`src/hw/rtl/mh2_pkg.sv`:
```
// shared constants and helpers for the murmurhash2 engine
package mh2_pkg;

    localparam int unsigned WORD_W  = 32;
    localparam int unsigned COUNT_W = 3;

    localparam logic [WORD_W-1:0]  MIX_MUL     = 32'h5bd1e995;
    localparam int unsigned        MIX_SHIFT   = 24;
    localparam int unsigned        FIN_SHIFT_A = 13;
    localparam int unsigned        FIN_SHIFT_B = 15;
    localparam logic [WORD_W-1:0]  SEED_RESET  = 32'd97;
    localparam logic [COUNT_W-1:0] FULL_COUNT  = 3'd4;

    // keeps the valid low bytes of a tail word (counts 1..3, any other count gives zero)
    function automatic logic [WORD_W-1:0] tail_bytes(
        input logic [WORD_W-1:0]  word,
        input logic [COUNT_W-1:0] count
    );
        logic [WORD_W-1:0] mask;
        begin
            case (count)
                3'd1:    mask = 32'h0000_00ff;
                3'd2:    mask = 32'h0000_ffff;
                3'd3:    mask = 32'h00ff_ffff;
                default: mask = '0;
            endcase
            tail_bytes = word & mask;
        end
    endfunction

endpackage

```
`src/hw/rtl/mh2_channels.sv`:
```
// valid/ready stream interfaces for the hash input and result channels
interface mh2_in_if;
    logic                          valid;
    logic                          ready;
    logic [mh2_pkg::WORD_W-1:0]    data_word;
    logic [mh2_pkg::COUNT_W-1:0]   byte_count;
    logic                          first_word;
    logic                          last_word;
    logic [mh2_pkg::WORD_W-1:0]    total_length;

    modport source (
        output valid, data_word, byte_count, first_word, last_word, total_length,
        input  ready
    );
    modport sink (
        input  valid, data_word, byte_count, first_word, last_word, total_length,
        output ready
    );
endinterface

interface mh2_out_if;
    logic                          valid;
    logic                          ready;
    logic [mh2_pkg::WORD_W-1:0]    hash_value;
    logic                          length_error;

    modport source (
        output valid, hash_value, length_error,
        input  ready
    );
    modport sink (
        input  valid, hash_value, length_error,
        output ready
    );
endinterface

```
`src/hw/rtl/murmur2_hash_engine_top.sv`:
```
// streaming 32-bit murmurhash2 engine, top level
// usage:
//   in_ch carries one beat per message word: data_word (little-endian bytes),
//   byte_count, first_word, last_word and total_length (used on first beats).
//   a first beat restarts the hash at hash_seed xor total_length.
//   out_ch carries one beat per last input beat: hash_value and length_error.
//   a short byte_count on a non-last beat (or a count above four) drops the
//   message; its last beat returns hash_value 0 with length_error set.
//   cfg_wr_en/cfg_wr_data write hash_seed; write only while the block is idle.
// sequencing:
//   one multiplier is shared by all products, so in_ch.ready is low while a
//   beat is in work. a full word runs ST_K_XOR, ST_K_SAVE, ST_H_MIX (three
//   products), a 1..3 byte tail ST_TAIL; an empty tail or a dropped or skipped
//   beat needs no mixing. a last beat adds ST_FIN_MUL and ST_FIN_OUT (one more
//   product), a dropped one ST_ERR_OUT, before loading the output register.
// reset: hash_seed returns to 97, hash and error flag clear, no result pending
// stall: a result beat waits in the output register; the next input beat is
//   still taken, and the engine only holds if a new result is ready while the
//   previous one has not been taken yet.
module murmur2_hash_engine_top (
    input  logic                       clk,
    input  logic                       rst_n,
    input  logic                       cfg_wr_en,
    input  logic [mh2_pkg::WORD_W-1:0] cfg_wr_data,
    mh2_in_if.sink                     in_ch,
    mh2_out_if.source                  out_ch
);

    typedef enum logic [2:0] {
        ST_IDLE,     // waiting for an input beat
        ST_K_XOR,    // k = w*M ready, issue (k ^ k>>24)*M
        ST_K_SAVE,   // k ready, save it and issue h*M
        ST_H_MIX,    // h = h*M ^ k
        ST_TAIL,     // h = (h ^ tail)*M ready
        ST_FIN_MUL,  // issue (h ^ h>>13)*M
        ST_FIN_OUT,  // h ^= h>>15, load result beat
        ST_ERR_OUT   // load dropped-message beat
    } state_t;

    localparam int unsigned W = mh2_pkg::WORD_W;

    state_t                       state_reg,    state_next;
    logic [W-1:0]                 seed_reg,     seed_next;
    logic [W-1:0]                 hash_reg,     hash_next;
    logic [W-1:0]                 k_reg,        k_next;
    logic                         err_reg,      err_next;
    logic                         last_reg,     last_next;
    logic                         out_valid_reg, out_valid_next;
    logic [W-1:0]                 out_hash_reg, out_hash_next;
    logic                         out_err_reg,  out_err_next;

    logic                         mul_en;
    logic [W-1:0]                 mul_operand;
    logic [W-1:0]                 product;

    logic                         accept;
    logic [W-1:0]                 hash_start;
    logic                         err_start;
    logic                         bad_count;
    logic                         out_free;
    logic [W-1:0]                 fin_hash;

    mh2_mul_unit u_mul (
        .clk     (clk),
        .en      (mul_en),
        .operand (mul_operand),
        .product (product)
    );

    assign in_ch.ready = (state_reg == ST_IDLE);
    assign accept      = in_ch.valid && in_ch.ready;

    // a first beat restarts the hash and clears a pending drop
    assign hash_start = in_ch.first_word ? (seed_reg ^ in_ch.total_length) : hash_reg;
    assign err_start  = in_ch.first_word ? 1'b0 : err_reg;
    assign bad_count  = (in_ch.byte_count > mh2_pkg::FULL_COUNT) ||
                        ((in_ch.byte_count != mh2_pkg::FULL_COUNT) && !in_ch.last_word);

    // result slot is free if empty or being drained this cycle
    assign out_free = !out_valid_reg || out_ch.ready;
    assign fin_hash = product ^ (product >> mh2_pkg::FIN_SHIFT_B);

    always_comb
    begin
        state_next     = state_reg;
        seed_next      = cfg_wr_en ? cfg_wr_data : seed_reg;
        hash_next      = hash_reg;
        k_next         = k_reg;
        err_next       = err_reg;
        last_next      = last_reg;
        out_valid_next = out_valid_reg && !out_ch.ready;
        out_hash_next  = out_hash_reg;
        out_err_next   = out_err_reg;
        mul_en         = 1'b0;
        mul_operand    = hash_reg;

        case (state_reg)
            ST_IDLE:
            begin
                if (accept)
                begin
                    hash_next = hash_start;
                    last_next = in_ch.last_word;
                    err_next  = err_start;
                    if (bad_count || err_start)
                    begin
                        err_next   = 1'b1;
                        state_next = in_ch.last_word ? ST_ERR_OUT : ST_IDLE;
                    end
                    else if (in_ch.byte_count == mh2_pkg::FULL_COUNT)
                    begin
                        mul_en      = 1'b1;
                        mul_operand = in_ch.data_word;
                        state_next  = ST_K_XOR;
                    end
                    else if (in_ch.byte_count == '0)
                    begin
                        // empty tail, straight to finalization
                        state_next = ST_FIN_MUL;
                    end
                    else
                    begin
                        mul_en      = 1'b1;
                        mul_operand = hash_start ^
                                      mh2_pkg::tail_bytes(in_ch.data_word, in_ch.byte_count);
                        state_next  = ST_TAIL;
                    end
                end
            end
            ST_K_XOR:
            begin
                mul_en      = 1'b1;
                mul_operand = product ^ (product >> mh2_pkg::MIX_SHIFT);
                state_next  = ST_K_SAVE;
            end
            ST_K_SAVE:
            begin
                k_next      = product;
                mul_en      = 1'b1;
                mul_operand = hash_reg;
                state_next  = ST_H_MIX;
            end
            ST_H_MIX:
            begin
                hash_next  = product ^ k_reg;
                state_next = last_reg ? ST_FIN_MUL : ST_IDLE;
            end
            ST_TAIL:
            begin
                hash_next  = product;
                state_next = ST_FIN_MUL;
            end
            ST_FIN_MUL:
            begin
                mul_en      = 1'b1;
                mul_operand = hash_reg ^ (hash_reg >> mh2_pkg::FIN_SHIFT_A);
                state_next  = ST_FIN_OUT;
            end
            ST_FIN_OUT:
            begin
                // product holds until the result slot frees up
                if (out_free)
                begin
                    hash_next      = fin_hash;
                    err_next       = 1'b0;
                    out_valid_next = 1'b1;
                    out_hash_next  = fin_hash;
                    out_err_next   = 1'b0;
                    state_next     = ST_IDLE;
                end
            end
            ST_ERR_OUT:
            begin
                if (out_free)
                begin
                    err_next       = 1'b0;
                    out_valid_next = 1'b1;
                    out_hash_next  = '0;
                    out_err_next   = 1'b1;
                    state_next     = ST_IDLE;
                end
            end
            default:
            begin
                state_next = ST_IDLE;
            end
        endcase
    end

    always_ff @(posedge clk or negedge rst_n)
    begin
        if (!rst_n)
        begin
            state_reg     <= ST_IDLE;
            seed_reg      <= mh2_pkg::SEED_RESET;
            hash_reg      <= '0;
            k_reg         <= '0;
            err_reg       <= 1'b0;
            last_reg      <= 1'b0;
            out_valid_reg <= 1'b0;
            out_hash_reg  <= '0;
            out_err_reg   <= 1'b0;
        end
        else
        begin
            state_reg     <= state_next;
            seed_reg      <= seed_next;
            hash_reg      <= hash_next;
            k_reg         <= k_next;
            err_reg       <= err_next;
            last_reg      <= last_next;
            out_valid_reg <= out_valid_next;
            out_hash_reg  <= out_hash_next;
            out_err_reg   <= out_err_next;
        end
    end

    assign out_ch.valid        = out_valid_reg;
    assign out_ch.hash_value   = out_hash_reg;
    assign out_ch.length_error = out_err_reg;

endmodule

```
`src/hw/rtl/mh2_mul_unit.sv`:
```
// shared multiplier by the mixing constant, registered product
module mh2_mul_unit (
    input  logic                       clk,
    input  logic                       en,
    input  logic [mh2_pkg::WORD_W-1:0] operand,
    output logic [mh2_pkg::WORD_W-1:0] product
);

    logic [mh2_pkg::WORD_W-1:0] product_reg;
    logic [mh2_pkg::WORD_W-1:0] product_next;

    // low word of the product only
    assign product_next = mh2_pkg::WORD_W'(operand * mh2_pkg::MIX_MUL);

    always_ff @(posedge clk)
    begin
        if (en)
        begin
            product_reg <= product_next;
        end
    end

    assign product = product_reg;

endmodule

```
`src/flat_wrapper.sv`:
```
// flat-port wrapper written by rule: the top's interface ports become plain ports
module murmur2_hash_engine_top_flat 
  (clk, rst_n, cfg_wr_en, cfg_wr_data, in_ch_valid, in_ch_data_word, in_ch_byte_count, in_ch_first_word, in_ch_last_word, in_ch_total_length, in_ch_ready, out_ch_valid, out_ch_hash_value, out_ch_length_error, out_ch_ready);
  mh2_in_if in_ch_i ();
  mh2_out_if out_ch_i ();
  input  logic clk;
  input  logic rst_n;
  input  logic cfg_wr_en;
  input  logic [mh2_pkg::WORD_W-1:0] cfg_wr_data;
  input wire logic [$bits(in_ch_i.valid)-1:0] in_ch_valid;
  input wire logic [$bits(in_ch_i.data_word)-1:0] in_ch_data_word;
  input wire logic [$bits(in_ch_i.byte_count)-1:0] in_ch_byte_count;
  input wire logic [$bits(in_ch_i.first_word)-1:0] in_ch_first_word;
  input wire logic [$bits(in_ch_i.last_word)-1:0] in_ch_last_word;
  input wire logic [$bits(in_ch_i.total_length)-1:0] in_ch_total_length;
  output wire logic [$bits(in_ch_i.ready)-1:0] in_ch_ready;
  output wire logic [$bits(out_ch_i.valid)-1:0] out_ch_valid;
  output wire logic [$bits(out_ch_i.hash_value)-1:0] out_ch_hash_value;
  output wire logic [$bits(out_ch_i.length_error)-1:0] out_ch_length_error;
  input wire logic [$bits(out_ch_i.ready)-1:0] out_ch_ready;
  assign in_ch_i.valid = in_ch_valid;
  assign in_ch_i.data_word = in_ch_data_word;
  assign in_ch_i.byte_count = in_ch_byte_count;
  assign in_ch_i.first_word = in_ch_first_word;
  assign in_ch_i.last_word = in_ch_last_word;
  assign in_ch_i.total_length = in_ch_total_length;
  assign in_ch_ready = in_ch_i.ready;
  assign out_ch_valid = out_ch_i.valid;
  assign out_ch_hash_value = out_ch_i.hash_value;
  assign out_ch_length_error = out_ch_i.length_error;
  assign out_ch_i.ready = out_ch_ready;
  murmur2_hash_engine_top u_core (.clk(clk), .rst_n(rst_n), .cfg_wr_en(cfg_wr_en), .cfg_wr_data(cfg_wr_data), .in_ch(in_ch_i), .out_ch(out_ch_i));
endmodule
```
`config.mk`:
```
export PLATFORM = sky130hd
export DESIGN_NAME = murmur2_hash_engine_top_flat
export DESIGN_NICKNAME = d
export VERILOG_FILES = /design/src/hw/rtl/mh2_pkg.sv /design/src/hw/rtl/mh2_channels.sv /design/src/hw/rtl/murmur2_hash_engine_top.sv /design/src/hw/rtl/mh2_mul_unit.sv /design/src/flat_wrapper.sv
export SDC_FILE = /design/constraint.sdc
export NUM_CORES = 1
export LEC_CHECK = 0
export ABC_AREA = 1
export BUFFER_PORTS_ARGS = -buffer_cell sky130_fd_sc_hd__buf_2
export CORE_UTILIZATION = 60
export CTS_CLUSTER_DIAMETER = 100
export DETAILED_ROUTE_END_ITERATION = 7
export PLACE_DENSITY = 0.91
export SLEW_MARGIN = 20
export SYNTH_ARGS = -nofsm -noshare
export SYNTH_HDL_FRONTEND = slang
export SYNTH_SLANG_ARGS = --single-unit
```
`constraint.sdc`:
```
create_clock -name clk -period 9 [get_ports clk]
set_input_delay 0 -clock clk [delete_from_list [all_inputs] [get_ports clk]]
set_output_delay 0 -clock clk [all_outputs]
set_load 0.02 [all_outputs]
```
# Word-level counts from Yosys, hierarchy flattened
# Cells that the tools add are included.
[totals] regBits=167 inputBits=106
[op_classes] reduce_logical=21 n_mux=39 n_eq_ne=16 bitwise=7 magnitude_cmp=1 mul=1
[ops] operator="2-to-1 mux 32 bit" count=13
[ops] operator="one-hot mux 32 bit (4 select lines)" count=1
[ops] operator="one-hot mux 32 bit (3 select lines)" count=1
[ops] operator="XOR 32 bit" count=3
[ops] operator="one-hot mux 24 bit (3 select lines)" count=1
[ops] operator="one-hot mux 32 bit (2 select lines)" count=1
[ops] operator="bitwise AND 32 bit" count=1
[ops] operator="multiplier 32 x 31 -> 32 bit, second input constant" count=1
[ops] operator="XOR 32 x 17 -> 32 bit" count=1
[ops] operator="XOR 32 x 19 -> 32 bit" count=1
[ops] operator="XOR 32 x 8 -> 32 bit" count=1
[ops] operator="one-hot mux 3 bit (7 select lines)" count=1
[ops] operator="2-to-1 mux 3 bit" count=6
[ops] operator="equality test 3 bit, second input constant" count=5
[ops] operator="equality test 3 x 2 -> 1 bit, second input constant" count=4
[ops] operator="2-to-1 mux 1 bit" count=12
[ops] operator="AND reduction 3 bit" count=3
[ops] operator="equality test 3 x 1 -> 1 bit, second input constant" count=2
[ops] operator="zero test 3 bit" count=2
[ops] operator="inequality test 2 x 1 -> 1 bit, second input constant" count=3
[ops] operator="one-hot mux 1 bit (2 select lines)" count=3
[ops] operator="AND reduction 2 bit" count=2
[ops] operator="nonzero test 2 bit" count=2
[ops] operator="nonzero test 4 bit" count=1
[ops] operator="8 further kinds" count=14

# Depth between registers and ports, before layout
[depth] ltp_word=15 ltp_mapped=41

# Cells and area by module
# From an unflattened synthesis, not the netlist that was laid out.
[unflattened] hier_cells=2539 area_unflattened_um2=19760.2
[by_module_without_submodules] mod="mh2_mul_unit" instances=1 seq_area_each_um2=960.9 area_each_um2=10359.9 cells_each=1138
[by_module_without_submodules] mod="murmur2_hash_engine_top" instances=1 seq_area_each_um2=3382.0 area_each_um2=9400.3 cells_each=1401

# Worst setup path after synthesis
# Ideal clock, no wire load.
[synth_path] kind="flip-flop to flip-flop" startpoint="register u_core.state_reg[1]" endpoint="register u_core.u_mul.product_reg (netlist bit u_core.u_mul.product[31]) (data pin)" synth_period_minus_slack_ps=7756 path_stages_with_launch=31 t_arrival_ps=7507 n_path_buf=2 path_slack_ps=1244 setup_ps=249 path_cell_list="dfrtp_1 inv_2 nand2_1 nor2_1 buf_2 clkbuf_1 nand3_1 a32oi_1 fa_1 fa_1 inv_1 fa_1 inv_1 fa_1 fa_1 fa_1 fa_1 inv_1 fa_1 inv_1 ha_1 nand2_1 nor2_1 inv_1 nor2_1 nand4_1 nand2_1 xor2_1 nand3_1 nand2_1 inv_1"
[synth_between] elab_chain_cells=5 elab_cells_between_ends=7 cone_classes="1 x mul; 2 x eq/ne; 2 x mux; 2 x reduce/logical"
[synth_lines] element="start, declared" line_no="murmur2_hash_engine_top.sv:42" source="state_t state_reg, state_next;"
[synth_lines] element="start signal, assigned" line_no="murmur2_hash_engine_top.sv:206" source="state_reg <= state_next;"
[synth_lines] element="zero test 3 bit" line_no="murmur2_hash_engine_top.sv:70, murmur2_hash_engine_top.sv:97"
[synth_lines] element="logical AND 1 bit" line_no="murmur2_hash_engine_top.sv:71" source="assign accept = in_ch.valid && in_ch.ready;"
[synth_lines] element="2-to-1 mux 32 bit" line_no="murmur2_hash_engine_top.sv:100" source="if (accept)"
[synth_lines] element="one-hot mux 32 bit (3 select lines) (*)" line_no="murmur2_hash_engine_top.sv:97" source="case (state_reg)"
[synth_lines] element="multiplier 32 x 31 -> 32 bit (*)" line_no="mh2_mul_unit.sv:13" source="assign product_next = mh2_pkg::WORD_W'(operand * mh2_pkg::MIX_MUL);"
[synth_lines] element="via u_core.u_mul.product_next (one bit)" line_no="mh2_mul_unit.sv:10" source="logic [mh2_pkg::WORD_W-1:0] product_next;"
[synth_lines] element="end signal, assigned" line_no="mh2_mul_unit.sv:19" source="product_reg <= product_next;"
[synth_lines] element="end, declared" line_no="mh2_mul_unit.sv:9" source="logic [mh2_pkg::WORD_W-1:0] product_reg;"
# The timed path passes the listed nets; every way through them passes the cells marked *.
# A chain may end at the register's enable or synchronous reset.

# Final worst setup path
[layout_path] startpoint="register u_core.hash_reg[9]" endpoint="register u_core.u_mul.product_reg (netlist bit u_core.u_mul.product[29]) (data pin)"
[layout_between] elab_chain_cells=8 elab_cells_between_ends=9 cone_classes="1 x mul; 6 x mux; 2 x bitwise"
[layout_lines] element="start, declared" line_no="murmur2_hash_engine_top.sv:44" source="logic [W-1:0] hash_reg, hash_next;"
[layout_lines] element="start signal, assigned" line_no="murmur2_hash_engine_top.sv:208" source="hash_reg <= hash_next;"
[layout_lines] element="2-to-1 mux 32 bit" line_no="murmur2_hash_engine_top.sv:74" source="assign hash_start = in_ch.first_word ? (seed_reg ^ in_ch.total_length) : hash_reg;"
[layout_lines] element="XOR 32 bit" line_no="murmur2_hash_engine_top.sv:124" source="mul_operand = hash_start ^"
[layout_lines] element="2-to-1 mux 32 bit" line_no="murmur2_hash_engine_top.sv:116" source="else if (in_ch.byte_count == '0)"
[layout_lines] element="2-to-1 mux 32 bit" line_no="murmur2_hash_engine_top.sv:110" source="else if (in_ch.byte_count == mh2_pkg::FULL_COUNT)"
[layout_lines] element="2-to-1 mux 32 bit" line_no="murmur2_hash_engine_top.sv:105" source="if (bad_count || err_start)"
[layout_lines] element="2-to-1 mux 32 bit" line_no="murmur2_hash_engine_top.sv:100"
[layout_lines] element="one-hot mux 32 bit (3 select lines) (*)" line_no="murmur2_hash_engine_top.sv:97"
[layout_lines] element="multiplier 32 x 31 -> 32 bit (*)" line_no="mh2_mul_unit.sv:13"
[layout_lines] element="via u_core.u_mul.product_next (one bit)" line_no="mh2_mul_unit.sv:10"
# Marks and branches as above.

==> metrics.cfg <==
[critical_path]
cp-startpoint = u_core.hash_reg[9]
cpMostUsedCell = fa_1
path_class = flop to flop
crit_path_end_kind = flop
crit_fanout = 6
worst-path-buf-inv = 6
rrSetupSlack_ps = 600
timing.rr.end = u_core.u_mul.product[29]
start_kind = flop
endpoint = u_core.u_mul.product[29]
cp_num_cells = 28
rr_startpoint = u_core.hash_reg[9]
required_ps = 9190
reg2reg_depth = 28
worst_path_max_delay_cell = o21ai_0
worstPathArrival_ps = 8590
crit_family = adder cells
crit_path_max_incr_delay_ps = 590

[die]
die_x_um = 180
initial_core_util_pct = 61.4
die_area_mm2 = 0.0323
io-pin-count = 141
core_area_mm2 = 0.0308
die_height_um = 180
rows = 64

[clocking]
root_buffer = clkbuf_16
ctsHoldBuffers = 37
cts_setup_buffers = 0
cts_sinks = 167
cts-buffers-inserted = 17
htree_levels = 4
path_clk_slew_ps = 80
cts_tree = yes
cts_resized = 0
insertion_delay_ps = 450
clk_path_buf_depth = 2

[grt]
antenna_found_initial = 0
grt_pass1_wl_um = 96200
first_global_vias = 17373
grt_max_degree = 77
grt_overflow = 0
grt.total_usage_pct = 39.3

[sta]
fmaxAchievable_mhz = 119
skew_ps = 16.2
rsz0062_at_grt = no
hold_violations = 0
relSlewSlack_pct = 32.4
tightest_slew_ps = 1010
fin_tns_setup_ps = 0
post-route-period-util_pct = 93.4
min_period_ps = 8400
setup_viol = 0
worst_slack_ps = 598
finalMaxSlewViolations = 0

[place]
dpl.hpwl_um = 48300
place_inst = 2751
placed_area_mm2 = 0.0202
port_buffers = 140
post-place-ws_ps = 811
globalplace.congestion = 1.03

[layout]
drive_gt1_share_pct = 12.3
area_growth_pct = 11.8
final_common_cell = inv_1
design_area_mm2 = 0.0212
antenna_cells = 0
nFillCells = 2315
finalNonFillerCells = 2820
layout_common_cells = inv_1 (479), nand2_1 (411), ha_1 (216)
nNetsFinal = 2914

[synth]
syn_area_mm2 = 0.0189
synth_edf_count = 32
ys_ff_latch = 167
avgSynthCellArea_um2 = 8.44
synthDistinctLibCells = 49
syn_nets = 2746
synthArstFlopShare_pct = 80.8
synth-warning-count = 0
postSynthCellCount = 2243
yosysSeqAreaShare_pct = 22.9
ys.flop_type = dfrtp_1

[drt]
finalWirelength_um = 62100
drc = 21
wire_per_inst_um = 22.0
via_per_inst = 6.07
first_pass_iters = 8
via_count = 17111
drtIter0Drc = 2138
drtAntennaViolNets = 0

[hold_path]
hold_class = primary input to flop

[flow_run]
maxCapViolations = 0

[run_status]
violations = design-rule violations
status = finished, violations left

==> worst reg2reg max path, delay by kind of cell, from the launching register on <==
| kind | cells | cell delay (ps) |
|---|---|---|
| adder cells (fa/ha/maj) | 9 | 4080 |
| AO/OA/AOI/OAI | 9 | 2600 |
| buffers and inverters | 6 | 480 |
| flip-flops | 1 | 460 |
| AND/OR/NAND/NOR | 3 | 320 |
| XOR/XNOR | 1 | 200 |
==> worst min path at each step <==
stage	slack [ps]	from	end	depth (start not counted)
finish	50	out_ch_ready	u_core.out_ch.valid	5
CTS	30	out_ch_ready	u_core.out_ch.valid	5
detailed placement	40	rst_n	u_core.seed_reg[11]	1
global route	60	out_ch_ready	u_core.out_ch.valid	5
floorplan	-300	rst_n	u_core.err_reg	0
global placement	20	rst_n	u_core.seed_reg[9]	1
==> kinds of logic (layout without fill, tap and decap cells) <==
group | after synthesis | count (layout) | synth area share, %
and+or+nand+nor | 572 | 572 | 12.4
muxes | 31 | 31 | 1.84
adders and majority gates | 397 | 397 | 33.4
xor gates and xnor gates | 112 | 112 | 5.18
AOI/OAI and AO/OA | 406 | 406 | 13.0
buffers and inverters | 558 | 739 | 11.2
DFF | 167 | 167 | 22.9
==> layout make-up <==
class / count / area [µm²] / area share (%)
inverter: 490 / 1840 / 8.70
sequential: 167 / 4340 / 20.5
clock inverter: 15 / 209 / 0.987
clock buffer: 17 / 425 / 2.01
timing repair buffer: 217 / 1380 / 6.51
tap: 396 / 495 / 2.34
multi-input combinational: 1518 / 12500 / 58.9
==> cell usage after synthesis, types with 4 or more instances <==
library cell  number  area share, %
nor2_1            59            1.2
inv_1            479            9.5
xor2_1            65            3.0
a21oi_2            4           0.18
a221oi_1          11           0.51
inv_2             10           0.20
nand2_1          411            8.1
a21oi_1           79            2.1
o21bai_1           4           0.16
clkbuf_1          52            1.0
buf_2              7           0.18
a31oi_1           11           0.36
or2_2             11           0.36
o31ai_1           15           0.59
xnor2_1           47            2.2
a311oi_1           4           0.18
o21ai_0          171            4.5
buf_1              6           0.12
nand2_2           15           0.50
mux2_2            31            1.8
dfrtp_1          132             17
a32oi_1            7           0.32
fa_1             181             19
o2111ai_1          8           0.37
o221ai_1          15           0.69
ha_1             216             14
a22oi_1           20           0.79
nand3_1           59            1.6
nand4_1            8           0.26
edfxtp_1          32            5.1
o22ai_1           18           0.59
o211ai_1          23           0.91
==> routing by layer <==
| layer | part of all wire [%] | track usage (%) | routed length, µm | up-vias |
|---|---|---|---|---|
| met3 | 11 | 7.01 | 6610 | 282 |
| met1 | 37 | 49.0 | 22800 | 8204 |
| met4 | 7.3 | 23.2 | 4530 | 0 |
| met5 | 0 | 0 | 0 | - |
| met2 | 45 | 64.2 | 28200 | 1104 |
| li1 | - | - | - | 7521 |
==> metrics by stage <==
stage,utilization (%),hold slack [ps]
floorplan,-,-296
global placement,65.4,23.6
detailed placement,65.4,37.9
CTS,68.7,34.7
global route,68.7,58.2
finish,68.7,48.1
Power is left out: the tool's default activity adds up to more than one toggle a clock period on the data nets, which glitch-free logic cannot reach.
